===== config.mk =====
export PLATFORM = sky130hd
export DESIGN_NAME = c3bc_divider
export DESIGN_NICKNAME = d
export VERILOG_FILES = /design/src/design/c3bc_pkg.sv /design/src/design/c3bc_divider.sv
export SDC_FILE = /design/constraint.sdc
export NUM_CORES = 1
export LEC_CHECK = 0
export ABC_AREA = 1
export BUFFER_PORTS_ARGS = -buffer_cell sky130_fd_sc_hd__buf_2
export CORE_ASPECT_RATIO = 0.75
export CORE_MARGIN = 2
export CORE_UTILIZATION = 45
export CTS_CLUSTER_SIZE = 40
export DETAILED_ROUTE_END_ITERATION = 16
export GPL_ROUTABILITY_DRIVEN = 0
export HOLD_SLACK_MARGIN = 0.12
export PLACE_DENSITY = 0.67
export SLEW_MARGIN = 20
export SYNTH_ARGS = -nofsm -noshare
export SYNTH_HDL_FRONTEND = slang
export SYNTH_SLANG_ARGS = --single-unit

===== constraint.sdc =====
create_clock -name clk -period 4.56 [get_ports clk]
set_input_delay 1.368 -clock clk [delete_from_list [all_inputs] [get_ports clk]]
set_output_delay 1.368 -clock clk [all_outputs]
set_load 0.01 [all_outputs]

===== src/design/c3bc_pkg.sv =====
// ----------------------------------------------------------------------------
// c3bc_pkg: shared types and constants for the 3x3 convolution core
// Coefficient and accumulator widths, default parameter values, register
// indexes, request commands and the control struct for the shared MAC unit.
// ----------------------------------------------------------------------------
package c3bc_pkg;

    // Default sizes of the frame store and the coefficient format
    localparam int DEF_MAX_WIDTH      = 256;
    localparam int DEF_MAX_HEIGHT     = 256;
    localparam int DEF_COEF_FRAC_BITS = 10;

    // Register port widths
    localparam int CFG_IDX_W  = 3;
    localparam int CFG_DATA_W = 48;
    localparam int DIM_CFG_W  = 9;

    // Pixel and coefficient arithmetic
    localparam int PIX_W   = 8;
    localparam int COEF_W  = 16;
    localparam int PROD_W  = COEF_W + PIX_W + 1;   // signed coef x unsigned pixel
    localparam int ACC_W   = PROD_W + 4;           // nine products, no overflow
    localparam int PIX_MAX = 255;

    // Register indexes of the configuration port
    typedef enum logic [CFG_IDX_W-1:0] {
        CFG_WIDTH  = 3'd0,
        CFG_HEIGHT = 3'd1,
        CFG_MODE   = 3'd2,
        CFG_KROW0  = 3'd3,
        CFG_KROW1  = 3'd4,
        CFG_KROW2  = 3'd5,
        CFG_SPARE0 = 3'd6,
        CFG_SPARE1 = 3'd7
    } cfg_idx_t;

    // Request commands
    typedef enum logic {
        CMD_LOAD  = 1'b0,
        CMD_FETCH = 1'b1
    } cmd_t;

    // Control for the shared MAC unit
    typedef struct packed {
        logic clear;    // start of a new output pixel
        logic step;     // pixel and coefficient are valid this cycle
    } mac_ctl_t;

endpackage


===== src/design/c3bc_divider.sv =====
// ----------------------------------------------------------------------------
// c3bc_divider: restoring divider, one quotient bit per cycle
// Splits the raster position into row (quotient) and column (remainder).
// ----------------------------------------------------------------------------
module c3bc_divider
    import c3bc_pkg::*;
#(
    parameter int DVD_W = 17,
    parameter int DVS_W = 9
)
(
    input  logic             clk,
    input  logic             rst_n,
    input  logic             start,
    input  logic [DVD_W-1:0] dividend,
    input  logic [DVS_W-1:0] divisor,
    output logic             busy,
    output logic [DVD_W-1:0] quotient,
    output logic [DVS_W-1:0] remainder
);

    localparam int CNT_W = $clog2(DVD_W + 1);

    logic             busy_reg, busy_next;
    logic [CNT_W-1:0] cnt_reg, cnt_next;
    logic [DVD_W-1:0] quot_reg, quot_next;
    logic [DVS_W-1:0] rem_reg, rem_next;
    logic [DVS_W-1:0] dvs_reg, dvs_next;
    logic [DVS_W:0]   trial;
    logic             fits;

    // One shift-and-subtract step
    always_comb
    begin
        trial     = {rem_reg, quot_reg[DVD_W-1]};
        fits      = (trial >= {1'b0, dvs_reg});
        busy_next = busy_reg;
        cnt_next  = cnt_reg;
        quot_next = quot_reg;
        rem_next  = rem_reg;
        dvs_next  = dvs_reg;
        if (start)
        begin
            busy_next = 1'b1;
            cnt_next  = '0;
            quot_next = dividend;
            rem_next  = '0;
            dvs_next  = divisor;
        end
        else if (busy_reg)
        begin
            rem_next  = fits ? DVS_W'(trial - {1'b0, dvs_reg}) : DVS_W'(trial);
            quot_next = DVD_W'({quot_reg, fits});
            cnt_next  = cnt_reg + CNT_W'(1);
            if (cnt_reg == CNT_W'(DVD_W - 1))
            begin
                busy_next = 1'b0;
            end
        end
    end

    always_ff @(posedge clk or negedge rst_n)
    begin
        if (!rst_n)
        begin
            busy_reg <= 1'b0;
            cnt_reg  <= '0;
        end
        else
        begin
            busy_reg <= busy_next;
            cnt_reg  <= cnt_next;
        end
    end

    // Datapath, no reset
    always_ff @(posedge clk)
    begin
        quot_reg <= quot_next;
        rem_reg  <= rem_next;
        dvs_reg  <= dvs_next;
    end

    assign busy      = busy_reg;
    assign quotient  = quot_reg;
    assign remainder = rem_reg;

endmodule


==> metrics.md <==
| Metric | Value |
|---|---|
| Status | `completed` |
| Io pins | `56` |
| Post-CTS Resized | `0` |
| Clock root cell | `clkbuf_8` |
| Vias in the first global route | `between 1500 and 2000` |
| Non-Filler Instances | `around 380` |
| Hold_buf cts | `0` |
| Antenna Cells | `0` |
| Data required, critical path | `4.49 ns` |
| Post-Syn Nets | `303` |
| Htree depth | `2` |
| Die Ht | `64.69 um` |
| Int Power | `roughly 0.85 mW` |
| Setup CP Type | `input pin to flip-flop` |
| Mapped Cells | `262` |
| Clock-pin slew on the worst setup and hold paths | `0.08 ns` |
| First-pass GRT wire length | `7659 um` |
| Critical path startpoint category | `input pin` |
| Clock buffer depth | `2` |
| Fin. Hold Viols | `0` |
| Fraction of layout cells with a size suffix above 1 | `0.2445` |
| Minimum clock period | `2.850 ns` |
| Slew margin rel. | `0.5435` |
| PnR worst setup slack | `between 1.5 and 2 ns` |
| Sequential area share after synthesis | `0.5028` |
| Initial Util | `0.4587` |
| Max-cap violations | `0` |
| Mapped cell area | `2210 um^2` |
| Initial DRT Pass Iterations | `5` |
| CTS tree | `yes` |
| Filler cell count | `453` |
| Max reg flops | `17` |
| DP Cell Count | `371` |
| Combinational share of power | `0.423` |
| Final core occ | `0.5481` |
| Sw Pwr | `approximately 0.54 mW` |
| HPWL after DPL | `3366 um` |
| Setup-failing EPs final | `0` |
| Flops & latches, synth | `just over 40` |
| Worst-Skew Late Latency | `0.29 ns` |
| DR iter-0 viols | `123` |
| Final Max Slew Viols | `0` |
| Slew @ Worst Pin | `0.6841 ns` |
| Setup slack, reg-to-reg | `2.47 ns` |
| Crit. Startpoint | `start` |
| Row Count | `22` |
| Switching Share | `0.3876` |
| Critical Path End Type | `flip-flop` |
| Tot Pwr | `1.386 mW` |
| Hold WC Path Type | `flip-flop to flip-flop` |
| Fin crit share | `0.6250` |
| Total power divided by cell area | `between 500 and 600 nW/um^2` |
| Final layout net count | `359` |
| RR Startpoint | `quotient[16]` |
| Delay of the slowest critical-path stage | `between 0.5 and 0.6 ns` |
| Sequential power share | `0.378` |
| Synth Area per Inst | `8.434 um^2` |
| Grt total ovfl | `0` |
| # clock sinks | `41` |
| Num CTS Buffers | `5` |
| CP max FO | `28` |
| Via count | `1812` |
| Peak Freq | `0.3509 GHz` |
| Slowest CP cell | `nor2_1` |
| Post-CTS Setup Bufs | `0` |
| Drt via density | `between 4 and 5` |
| Total core area | `4817 um^2` |
| Yosys warnings | `0` |
| Netlist cell types | `30` |
| DP Worst Slack | `1.363 ns` |
| Crit path cell chain | `buf_2, buf_4, nor2_1, inv_1` |
| DRC violations left | `0` |
| Drt total wl | `4522 um` |
| Setup TNS | `0 ns` |
| Initial antenna violation count | `0` |
| Max VDD drop | `approximately 0.26 mV` |
| DRT antenna net count | `0` |
| DIE AREA | `5493 um^2` |
| Buffers added on ports | `between 50 and 60` |
| Reg2Reg Depth | `13` |
| Worst R2R End | `remainder[8]` |
| RSZ-0062 raised after global routing | `false` |
| Clock share of power | `0.198` |
| Chip width | `84.92 um` |
| Critical Path End | `quotient[0]` |
| Leak | `1.390 nW` |
| Largest net degree at the start of global routing | `29` |
| Arr. time, crit path | `2.78 ns` |
| Synthesis-to-finish area growth | `19.48%` |
| GR Util All Layers | `0.1767` |
| Clock skew | `0.002293 ns` |
| Wirelength per Cell | `~12 um` |
stage by stage:
step | hold slack (ns) | instance area [um^2]
2_1_floorplan | 0.4338 | 2210
3_3_place_gp | 0.4665 | 2530
3_5_place_dp | 0.4652 | 2530
4_1_cts | 0.4743 | 2640
5_1_grt | 0.5132 | 2640
6_report | 0.4710 | 2640
power by group through the flow:
| stage | Sequential [mW] | Combinational (mW) | Clock (mW) |
|---|---|---|---|
| 3_5_place_dp | 0.532 | 0.583 | 0 |
| 2_1_floorplan | 0.541 | 0.414 | 0 |
| 5_1_grt | 0.533 | 0.669 | 0.295 |
| 6_report | 0.524 | 0.587 | 0.275 |
| 3_3_place_gp | 0.532 | 0.574 | 0 |
| 4_1_cts | 0.525 | 0.589 | 0.282 |
layout by cell type (no fill, tap or decap), types with 7 or more instances in the layout:
cell	Yosys	layout
dfxtp_1	9	9
nand2_1	109	109
buf_2	3	55
nand3_1	17	17
inv_1	27	27
a21oi_1	7	7
ha_1	11	11
edfxtp_1	26	26
nand3b_1	9	9
nor2_1	9	9
how the worst min path moves through the flow:
stage,cells past startpoint,start,to
after detailed placement,1,cnt_reg[4],cnt_reg[4]
after global placement,1,cnt_reg[4],cnt_reg[4]
after global routing,1,cnt_reg[4],cnt_reg[4]
after floorplan,1,cnt_reg[4],cnt_reg[4]
final,1,cnt_reg[4],cnt_reg[4]
after CTS,1,cnt_reg[4],cnt_reg[4]
critical path: cells and delay by family:
kind	cells	cell delay, ns
buf+inv	3	0.84
simple gates	1	0.54
routing by layer:
layer | up-vias | wire length (um) | GRT usage
li1 | 947 | - | -
met1 | 810 | 2176 | 0.2563
met2 | 51 | 2024 | 0.2677
met3 | 4 | 294 | 0.03949
met4 | 0 | 27 | 0.04762
met5 | - | 0 | 0
cell type report:
cell class                 instances  area [um^2]  share of cell area
multi-input combinational        183        944.7              0.3578
sequential                        41         1111              0.4209
inverter                          31        116.4             0.04408
timing repair buffer              56        282.8              0.1071
clock buffer                       7        101.3             0.03839
tap                               60        75.07             0.02844
clock inverter                     1        8.758            0.003318
synthesized netlist by cell type (all sizes together):
library cell	count	area, um^2
fa	1	20.02
dfrtp	6	150.1
ha	11	137.6
nand2	114	440.4
a31oi	1	6.260
inv	30	112.6
edfxtp	26	780.8
nor2	11	60.06
clkinv	1	3.750
dfxtp	9	180.2
nand3	18	95.09
nand3b	9	67.56
a21oi	8	43.79
nor3	2	15.01
or2	1	8.760
a41oi	1	8.760
xor2	1	8.760
clkbuf	3	11.26
buf	4	26.27
o21ai	3	15.01
xnor2	2	17.52
cell families after synthesis:
logic type / count (synthesis) / share of synthesized area
compound gates: 13 / 0.03341
flops: 41 / 0.5028
simple gates: 155 / 0.3109
buf+inv: 38 / 0.06965
fa+ha+maj: 12 / 0.07135
xor+xnor: 3 / 0.01189
No activity file was read; power rests on OpenSTA's default activity.
