## src/design/c3bc_pkg.sv

```systemverilog
// ----------------------------------------------------------------------------
// c3bc_pkg: shared types and constants for the 3x3 convolution core
// Coefficient and accumulator widths, default parameter values, register
// indexes, request commands and the control struct for the shared MAC unit.
// ----------------------------------------------------------------------------
package c3bc_pkg;

    // Default sizes of the frame store and the coefficient format
    localparam int DEF_MAX_WIDTH      = 256;
    localparam int DEF_MAX_HEIGHT     = 256;
    localparam int DEF_COEF_FRAC_BITS = 10;

    // Register port widths
    localparam int CFG_IDX_W  = 3;
    localparam int CFG_DATA_W = 48;
    localparam int DIM_CFG_W  = 9;

    // Pixel and coefficient arithmetic
    localparam int PIX_W   = 8;
    localparam int COEF_W  = 16;
    localparam int PROD_W  = COEF_W + PIX_W + 1;   // signed coef x unsigned pixel
    localparam int ACC_W   = PROD_W + 4;           // nine products, no overflow
    localparam int PIX_MAX = 255;

    // Register indexes of the configuration port
    typedef enum logic [CFG_IDX_W-1:0] {
        CFG_WIDTH  = 3'd0,
        CFG_HEIGHT = 3'd1,
        CFG_MODE   = 3'd2,
        CFG_KROW0  = 3'd3,
        CFG_KROW1  = 3'd4,
        CFG_KROW2  = 3'd5,
        CFG_SPARE0 = 3'd6,
        CFG_SPARE1 = 3'd7
    } cfg_idx_t;

    // Request commands
    typedef enum logic {
        CMD_LOAD  = 1'b0,
        CMD_FETCH = 1'b1
    } cmd_t;

    // Control for the shared MAC unit
    typedef struct packed {
        logic clear;    // start of a new output pixel
        logic step;     // pixel and coefficient are valid this cycle
    } mac_ctl_t;

endpackage

```

## src/design/c3bc_mac.sv

```systemverilog
// ----------------------------------------------------------------------------
// c3bc_mac: shared multiply-accumulate unit with output clamp
// One coefficient x pixel product a cycle, registered, then summed exactly.
// ----------------------------------------------------------------------------
module c3bc_mac
    import c3bc_pkg::*;
#(
    parameter int COEF_FRAC_BITS = DEF_COEF_FRAC_BITS
)
(
    input  logic                     clk,
    input  logic                     rst_n,
    input  mac_ctl_t                 ctl,
    input  logic signed [COEF_W-1:0] coef,
    input  logic [PIX_W-1:0]         pix,
    output logic                     busy,
    output logic [PIX_W-1:0]         result
);

    logic                     prod_v_reg;
    logic signed [PROD_W-1:0] prod_reg, prod_next;
    logic signed [ACC_W-1:0]  acc_reg, acc_next;
    logic signed [ACC_W-1:0]  shifted;
    logic signed [PIX_W:0]    pix_s;

    // Product and running sum
    always_comb
    begin
        pix_s     = signed'({1'b0, pix});
        prod_next = PROD_W'(coef) * PROD_W'(pix_s);
        acc_next  = acc_reg;
        if (ctl.clear)
        begin
            acc_next = '0;
        end
        else if (prod_v_reg)
        begin
            acc_next = acc_reg + ACC_W'(prod_reg);
        end
    end

    always_ff @(posedge clk or negedge rst_n)
    begin
        if (!rst_n)
        begin
            prod_v_reg <= 1'b0;
        end
        else
        begin
            prod_v_reg <= ctl.step;
        end
    end

    always_ff @(posedge clk)
    begin
        prod_reg <= prod_next;
        acc_reg  <= acc_next;
    end

    // Drop the fraction, clamp to 0..255
    always_comb
    begin
        shifted = acc_reg >>> COEF_FRAC_BITS;
        if (acc_reg < 0)
        begin
            result = '0;
        end
        else if (shifted > ACC_W'(PIX_MAX))
        begin
            result = PIX_W'(PIX_MAX);
        end
        else
        begin
            result = shifted[PIX_W-1:0];
        end
    end

    assign busy = prod_v_reg;

endmodule

```

## config.mk

```make
export PLATFORM = sky130hd
export DESIGN_NAME = c3bc_mac
export DESIGN_NICKNAME = d
export VERILOG_FILES = /design/src/design/c3bc_pkg.sv /design/src/design/c3bc_mac.sv
export SDC_FILE = /design/constraint.sdc
export NUM_CORES = 1
export LEC_CHECK = 0
export BUFFER_PORTS_ARGS = -buffer_cell sky130_fd_sc_hd__buf_2
export CAP_MARGIN = 10
export CORE_ASPECT_RATIO = 0.6
export CORE_MARGIN = 3
export CORE_UTILIZATION = 40
export DETAILED_ROUTE_END_ITERATION = 10
export GPL_TIMING_DRIVEN = 0
export PLACE_DENSITY = 0.67
export SYNTH_ARGS = -nofsm -noshare
export SYNTH_HDL_FRONTEND = slang
export SYNTH_SLANG_ARGS = --single-unit
```

## constraint.sdc

```tcl
create_clock -name clk -period 3.19 [get_ports clk]
set_input_delay 0.1595 -clock clk [delete_from_list [all_inputs] [get_ports clk]]
set_output_delay 0.1595 -clock clk [all_outputs]
set_load 0.005 [all_outputs]
```

==> run metrics, run 1 <==
FMAX=between 200 and 250 MHz; vias per cell=about 5.1; clock power share=slightly below 8%; DRC errors left=0; GR Layer Usage met3=under 10%; actual slew at the worst max-slew pin=879 ps; synth unique cells=64; fin crit share=140%; Sink Count=55; FF-to-FF End=acc_reg[20]; first-pass GRT wire length=about 31 mm; Slew Limit Headroom=about two fifths; Synth Warn #=0; Initial Utilization=between 40% and 50%; clock latency at the later pin of the worst-skew pair=around 300 ps; RD Place Congestion=about 0.85; die width=~190 microns; final core utilization=about 52%; row count=38; Iter 0 DRT Violations=~350; post-DP HPWL=~14 mm; # H-tree levels=2; grt met2 use=between 20 and 30%; Final Skew=9.79 ps; total power=~9000 uW; WL per Instance=between 10 and 15 microns; status=complete, but fails checks; Largest register FFs=29; TritonCTS clock tree=done; reg2reg path depth=11; DR pass1 iterations=5; leakage power=around 0.0046 uW; predominant post-synthesis flop cell=dfxtp_1; crit path time final=about 4500 ps; largest net degree at the start of global routing=17; CP Capture Type=register; total track usage=~18%; Synth area leaders=fa_1, dfxtp_1, ha_1; area grow syn2layout=23.8%; via count=between 6000 and 7000; cts bufs inserted=5; cell with the most instances after synthesis=inv_1; MaxCap Viol Count=0; Die Height=~110 microns; CP Launch Type=input pin; ANT cells=0; mean post-synth cell area=roughly 8.6 sq um; Synth top area share=26.5%; I/O pin cnt=37; total grt overflow=0; top cells by count, synth=inv_1, fa_1, nand2_1; EDFF count, synth=0; R2R setup slack=between 100 and 150 ps; smallest hold slack=161 ps; synthesized flop and latch total=between 50 and 60; Slew Viols, Final=0; Hold WC Path Type=input pin to asynchronous set/reset pin; grt peak-use layer=met2; Clock Pin Slew Worst Setup and Hold Paths=~70 ps; final non-filler cell total=about 1200; ys async rst share=under 10%; crit path to=prod_reg[21]; CP required=~3400 ps; Clock Path Buffers=2; final hold violation count=0; vias in the first global route=around 6600; Final ANT Viol Nets=0; Crit path arrival time=around 4600 ps; Setup WS post-layout=-1270 ps; pwr/cell area=roughly 960 nW/um^2; Fillers=~1700; failing checks=setup timing; initial antenna violation count=0; Sequential Power Share=around an eighth; Cells after Synth=~910; die area=around 21000 sq um; I/O Buffers=35; layout cells sized above 1=20.7%; Core ar.=18500 sq um; CTS Root Cell=clkbuf_16; post-layout net count=1210; endpoints failing setup=17; final wirelength=18.6 mm; switching pwr=approximately 4300 uW; met1 Usage GRT=a little over a quarter; Pint=roughly 4900 uW; Post-Syn Area=7780 sq um; critical path peak fanout=6; Comb pwr share=just under 80%; crit path from=pix[3]; RSZ-0062 raised after global routing=yes; Net Sw Frac=between 40 and 50%; critical path type=input pin to register; FF-to-FF Start=acc_reg[0]; pre-CTS setup slack=-1990 ps; largest area contributor in the netlist=fa_1; Mapped Nets=about 1100; Worst VDD drop=a little over 0.6 mV; sequential area share after synthesis=14.2%; placed cell count=about 1200
[layer usage]
| metal | vias up | part of all wire [%] |
|---|---|---|
| met2 | 120 | 45 |
| met1 | 3093 | 50 |
| met5 | - | 0 |
| li1 | 3095 | - |
| met3 | 15 | 4.6 |
| met4 | 0 | 0.91 |
[worst min-delay path by stage]
stage	startpoint	endpoint	slack (ps)	cells after the start
2_1_floorplan	rst_n	busy	-140	0
3_3_place_gp	rst_n	busy	-70	1
3_5_place_dp	rst_n	busy	-60	1
4_1_cts	rst_n	busy	150	2
5_1_grt	rst_n	busy	170	2
6_report	rst_n	busy	160	2
[cell families after synthesis]
logic type                 share of synthesized area [%]
muxes                                               2.20
buffers and inverters                               9.78
AOI/OAI and AO/OA                                   12.3
and+or+nand+nor                                     17.8
xor gates and xnor gates                            4.62
adders and majority gates                           39.1
DFF                                                 14.2
[layout make-up]
class | count | area, sq um | share of cell area [%]
Buffer | 21 | 229 | 2.38
Tap cell | 240 | 300 | 3.12
Clock inverter | 2 | 60.1 | 0.624
Inverter | 180 | 676 | 7.02
Clock buffer | 6 | 129 | 1.34
Sequential cell | 55 | 1110 | 11.5
Timing Repair Buffer | 89 | 785 | 8.15
Multi-Input combinational cell | 649 | 6340 | 65.9
[metrics by stage]
stage	TNS (ps)	instance area, sq um
2_1_floorplan	-10020	8020
3_3_place_gp	-20110	8490
3_5_place_dp	-20720	8490
4_1_cts	-10960	9290
5_1_grt	-13880	9630
6_report	-11240	9630
[power groups by stage]
stage / clock network [uW] / registers [uW] / logic (uW)
after floorplan: 0 / 1160 / 5020
after detailed placement: 0 / 1220 / 6170
after global routing: 753 / 1250 / 8240
after CTS: 724 / 1210 / 6770
after global placement: 0 / 1220 / 6050
final: 705 / 1210 / 7290
[worst max-delay path: stages]
cell and delay (ps):
buf_12 110, clkbuf_16 150, and2_4 160, fa_2 570, fa_1 410, fa_1 510
inv_1 50, fa_1 490, inv_2 50, ha_4 160, a211o_1 330, o21a_1 220
o31a_1 330, o31ai_4 230, a21o_1 170, nor3_1 50, or4b_1 490
[timing repair]
action,CTS,global route
resized for setup,84,47
hold endpoints to repair,2,0
gates cloned,1,0
buffers inserted,35,18
hold buffers,2,0
setup endpoints to repair,18,19
pin swaps,33,41
[cell usage in the layout, fill, tap and decap left out, types with 14 or more instances in the layout]
master / n
o21ai_0: 17
inv_1: 161
buf_2: 24
inv_2: 19
fa_1: 95
nand2_1: 71
nand2_2: 14
and2_1: 63
buf_4: 38
dfxtp_1: 54
nor2_1: 42
ha_1: 65
xnor2_1: 30
mux2i_1: 16
a21oi_1: 37
Power figures use the tool's default switching activity.
==> run 2, diff against run 1 <==
--- a/config.mk
+++ b/config.mk
@@ -5,6 +5,7 @@
 export SDC_FILE = /design/constraint.sdc
 export NUM_CORES = 1
 export LEC_CHECK = 0
+export ABC_AREA = 1
 export BUFFER_PORTS_ARGS = -buffer_cell sky130_fd_sc_hd__buf_2
 export CAP_MARGIN = 10
 export CORE_ASPECT_RATIO = 0.6
==> run 2 against run 1 <==
- the run still ends with setup timing left
- combinational power up 31%
- non-clock buffer count down 1
- critical path depth is 1 lower
- routed wire length grew 34%
- fmax rose by 20%
- clock skew down 3.5 ps
- register-to-register slack improved by 860 ps
- total power increased by 23%
- via count rose by 29%
- sequential share of layout area fell by 1.6 points
- area after synthesis rose by 15%
- setup slack better by 740 ps
==> run metrics, run 2 <==
FMAX=about 270 MHz; pre-CTS setup slack=-1270 ps; post-layout net count=~1600; Clock Path Buffers=2; EDFF count, synth=0; Cells after Synth=~1400; crit path time final=about 3700 ps; sequential area share after synthesis=12.4%; failing checks=setup timing; TritonCTS clock tree=done; MaxCap Viol Count=0; Core ar.=~21000 sq um; die area=between 20000 and 25000 sq um; vias per cell=between 4 and 5; crit path cell chain=clkbuf_16, nand2_8, inv_4, fa_2, buf_6, fa_1, fa_1, inv_1, fa_1, inv_2, ha_4, nand4_1, nor3_2, nand4_1, nand3_2, xor2_1; mean post-synth cell area=around 6.6 sq um; I/O Buffers=11; row count=41; most common cell after layout, fill and taps aside=inv_1; Slew Limit Headroom=50.7%; synthesized flop and latch total=55; CP required=roughly 3400 ps; clock latency at the later pin of the worst-skew pair=300 ps; leakage power=around 0.0066 uW; CP Launch Type=input pin; die width=approximately 200 microns; top cells by count, synth=inv_1, nand2_1, fa_1; Mapped Nets=about 1600; RD Place Congestion=approximately 1.0; synth unique cells=34; Post-Syn Area=8910 sq um; endpoints failing setup=17; Synth area leaders=fa_1, inv_1, nand2_1; reg2reg path depth=13; RSZ-0062 raised after global routing=yes; final wirelength=24.9 mm; fin crit share=117%; Slew Viols, Final=0; vias in the first global route=7945; Synth top area share=around 23%; via count=~8200; DR pass1 iterations=5; status=complete, but fails checks; CTS Root Cell=clkbuf_16; critical path type=input pin to register; Die Height=122 microns; predominant post-synthesis flop cell=dfxtp_1; FF-to-FF Start=acc_reg[0]; FF-to-FF End=acc_reg[22]; Fillers=about 2100; layout cells sized above 1=20.7%; Hold WC Path Type=input pin to asynchronous set/reset pin; Setup WS post-layout=-537 ps; Clock Pin Slew Worst Setup and Hold Paths=80 ps; R2R setup slack=1000 ps; post-DP HPWL=roughly 20 mm; I/O pin cnt=37; CP Capture Type=register; largest area contributor in the netlist=fa_1; largest net degree at the start of global routing=19; total power=around 11000 uW; Final Skew=around 6.3 ps; cts bufs inserted=5; Crit path top cell by count=fa_1; total grt overflow=0; actual slew at the worst max-slew pin=between 700 and 800 ps; Multi-input gate area=between 7000 and 8000 sq um; cell with the most instances after synthesis=inv_1; DRC errors left=0; Worst VDD drop=0.626 mV; Sink Count=55; WP buf/inv=5; area taken by flip-flops and latches=about 1100 sq um; Largest register FFs=29; ANT cells=0; critical path peak fanout=6; placed inst area=9970 sq um; commonest non-fill, non-tap cells in the layout=inv_1, nand2_1, fa_1; ys async rst share=~1.8%; pwr/cell area=just over 1000 nW/um^2; WL per Instance=around 15 microns; Crit path arrival time=between 3000 and 4000 ps; # H-tree levels=2; first-pass GRT wire length=about 41 mm; final core utilization=between 50% and 60%; Iter 0 DRT Violations=about 570; total track usage=a little over a fifth; Final ANT Viol Nets=0; Finished Cell Area=around 11000 sq um; family with the most delay on the worst path=adder cells; Worst path slowest cell=fa_2; final hold violation count=0; Initial Utilization=just over 40%; CP max stage delay=630 ps; initial antenna violation count=0; area grow syn2layout=26.0%; Synth Warn #=0
## run 2: cell types whose count changed in the layout (fill, tap and decap cells not counted), sizes merged, moves of 14 or more
| cell | delta |
|---|---|
| nand3 | +52 |
| nand2 | +299 |
| and2 | -70 |
| buf | -14 |
| o21ai | +16 |
| xor2 | +16 |
| nand2b | -14 |
| mux2i | -16 |
| nor2 | +54 |
| xnor2 | -23 |
| inv | +212 |
## run 2: timing repair
item | in CTS | in global routing
hold endpoints to repair | 2 | 0
gates resized for setup | 110 | 78
gates cloned | 4 | 0
buffers inserted | 33 | 20
endpoints found under the setup margin | 17 | 18
pin swaps | 63 | 95
hold buffers | 2 | 0
## run 2: area by class of cell
class                           instances  share of cell area [%]
Sequential cell                        55                    9.85
Tap cell                              279                    3.11
Timing Repair Buffer                   68                    5.61
Clock buffer                            5                    1.11
Buffer                                 41                    4.59
Multi-Input combinational cell        873                    62.4
Inverter                              391                    13.2
Clock inverter                          3                   0.201
## run 2: worst max path at each step
stage | startpoint | endpoint | slack [ps] | depth (start not counted)
floorplan | pix[0] | prod_reg[22] | -490 | 17
global placement | pix[6] | prod_reg[21] | -1280 | 18
detailed placement | pix[6] | prod_reg[21] | -1270 | 18
CTS | coef[15] | prod_reg[22] | -480 | 15
global route | pix[0] | prod_reg[22] | -670 | 18
finish | pix[0] | prod_reg[23] | -540 | 16
## run 2: stage by stage
step | cells | hold WS, ps | setup TNS [ps]
global route | 1715 | 143 | -8730
finish | 1715 | 146 | -6570
CTS | 1697 | 152 | -5510
floorplan | 1360 | -136 | -6830
global placement | 1650 | -66.2 | -17670
detailed placement | 1650 | -64.6 | -17350
## run 2: kinds of logic (layout without fill, tap and decap cells)
logic type | Yosys count | after routing | share of synthesized area, %
xor+xnor | 34 | 34 | 3.34
fa+ha+maj | 181 | 181 | 34.1
buf+inv | 432 | 508 | 18.3
simple gates | 564 | 564 | 26.2
compound gates | 94 | 94 | 5.71
flops | 55 | 55 | 12.4
## run 2: metal layers
layer | global-route usage (%) | up-vias | wire length (microns)
met1 | 34.4 | 3808 | 13100
met4 | 2.37 | 0 | 233
li1 | - | 4101 | -
met5 | 0 | - | 0
met3 | 4.26 | 23 | 2010
met2 | 30.3 | 237 | 9630
## run 2: where the power goes
group	switching [uW]	internal [uW]	total, uW
clock network	283	295	578
logic	5540	4040	9580
registers	166	1000	1170
total	5990	5340	11300
==> run 3, diff against run 2 <==
==> constraint.sdc (replaced) <==
create_clock -name clk -period 3.19 [get_ports clk]
set_input_delay 0.7975 -clock clk [delete_from_list [all_inputs] [get_ports clk]]
set_output_delay 0.7975 -clock clk [all_outputs]
set_load 0.005 [all_outputs]
==> run 3 against run 2 <==
- the run still ends with setup timing left
- combinational power down 3.9%
- core utilization down 0.60 points
- global-route usage down 0.26 points
- sequential power about the same
- non-clock buffer count down 3
- via count about the same
- critical path depth up 1
- routed wire length down 1.6%
- sequential share of layout area up 0.11 points
- worst hold slack better by 110 ps
- fmax down 15%
- critical path type unchanged
- highest routed layer unchanged
==> run metrics, run 3 (same netlist as run 2, synthesis figures left out) <==
Slew Limit Headroom=a little over 50%; actual slew at the worst max-slew pin=733 ps; I/O Buffers=11; initial antenna violation count=0; post-DP HPWL=just under 20 mm; area grow syn2layout=24.6%; die area=24200 sq um; CP required=about 3400 ps; I/O pin cnt=37; critical path peak fanout=6; WP buf/inv=6; Finished Cell Area=11100 sq um; CTS Root Cell=clkbuf_16; Slew Viols, Final=0; Sequential Power Share=10.6%; Crit path top cell by count=fa_1; cts bufs inserted=5; family with the most delay on the worst path=adder cells; Sink Count=55; failing checks=setup timing; RSZ-0062 raised after global routing=yes; leakage power=0.00653 uW; final wirelength=between 20 and 25 mm; placed cell count=about 1700; Iter 0 DRT Violations=655; largest net degree at the start of global routing=19; Setup WS post-layout=-1190 ps; Initial Utilization=about 42%; Clock Pin Slew Worst Setup and Hold Paths=70 ps; DRC errors left=0; Final ANT Viol Nets=0; CP max stage delay=590 ps; Worst VDD drop=0.528 mV; Worst path slowest cell=fa_2; die width=around 200 microns; Die Height=122 microns; WP depth=17; ANT cells=0; TritonCTS clock tree=done; FMAX=around 230 MHz; post-layout net count=roughly 1600; cts hold-fix bufs=0; RD Place Congestion=approximately 0.98; R2R setup slack=between 900 and 1000 ps; switching pwr=between 5000 and 6000 uW; most common cell after layout, fill and taps aside=inv_1; critical path type=input pin to register; DR pass1 iterations=5; Pint=~5100 uW; Largest register FFs=29; crit path time final=approximately 4400 ps; Core ar.=about 21000 sq um; row count=approximately 40; reg2reg path depth=13; first-pass GRT wire length=between 40 and 50 mm; final core utilization=between 50% and 60%; pwr/cell area=a little under 1000 nW/um^2; MaxCap Viol Count=0; Clock Path Buffers=2; total track usage=between 20% and 30%; endpoints failing setup=20; WL per Instance=~14 microns; Final Skew=~6.0 ps; final setup TNS=-19140 ps; Comb pwr share=84.1%; fin crit share=137%; vias per cell=about 4.8; vias in the first global route=slightly below 8000; CP Launch Type=input pin; total grt overflow=0; Net Sw Frac=between 50% and 60%; CP Capture Type=register; clock power share=under 10%; # H-tree levels=2; Crit path arrival time=about 4600 ps; placed inst area=10000 sq um; via count=between 8000 and 9000; pre-CTS setup slack=-1910 ps; layout cells sized above 1=between 10% and 20%; status=complete, but fails checks; Hold WC Path Type=input pin to asynchronous set/reset pin; final non-filler cell total=1712; clock latency at the later pin of the worst-skew pair=approximately 300 ps; crit path cell chain=clkbuf_16, nand2_4, inv_4, fa_2, inv_4, fa_1, inv_1, fa_1, inv_1, fa_1, inv_2, ha_4, nand2_4, nor4_4, nand4_1, nand4_1, nand2_1; commonest non-fill, non-tap cells in the layout=inv_1, nand2_1, fa_1; final hold violation count=0
==> run 3: cell count changes in the layout (fill, tap and decap cells not counted), sizes merged <==
cell,previous run,this run
inv,392,393
buf,71,69
clkinv,2,1
dlygate4sd3,2,0
clkbuf,41,42
==> run 3: final timing paths <==
check	to	startpoint
max	prod_reg[22]	pix[0]
min	busy	rst_n
max reg2reg	acc_reg[22]	acc_reg[0]
min reg2reg	acc_reg[0]	acc_reg[0]
max in group asynchronous	busy	rst_n
min in group clk	acc_reg[0]	acc_reg[0]
==> run 3: stage by stage <==
step | total power [uW] | hold WS [ps]
2_1_floorplan | 7280 | 467
3_3_place_gp | 8730 | 491
3_5_place_dp | 8830 | 495
4_1_cts | 10500 | 251
5_1_grt | 12000 | 244
6_report | 10900 | 254
==> run 3: cell type report <==
type | count | area [sq um]
clock inverter | 3 | 22.5
fill | 2067 | 10300
multi-input combinational | 873 | 6930
sequential | 55 | 1110
clock buffer | 5 | 125
inverter | 391 | 1480
buffer | 41 | 514
tap | 279 | 349
timing repair buffer | 65 | 581
==> run 3: power groups by stage <==
stage | registers [uW] | clock network (uW) | logic [uW]
after global placement | 1180 | 0 | 7540
after CTS | 1170 | 590 | 8720
after detailed placement | 1180 | 0 | 7650
after global routing | 1190 | 613 | 10200
after floorplan | 1110 | 0 | 6180
final | 1160 | 574 | 9210
==> run 3: what timing repair did <==
item	CTS	global route
setup endpoints to repair	20	20
pin swaps	103	51
gates cloned	2	0
endpoints found under the hold margin	0	0
buffers inserted	36	17
resized for setup	108	29
==> run 3: metal layers <==
layer  part of all wire, %  GRT usage (%)
met5                     0              0
met4                  0.37           1.93
met3                   8.9           5.56
met2                    39           30.4
met1                    52           33.0
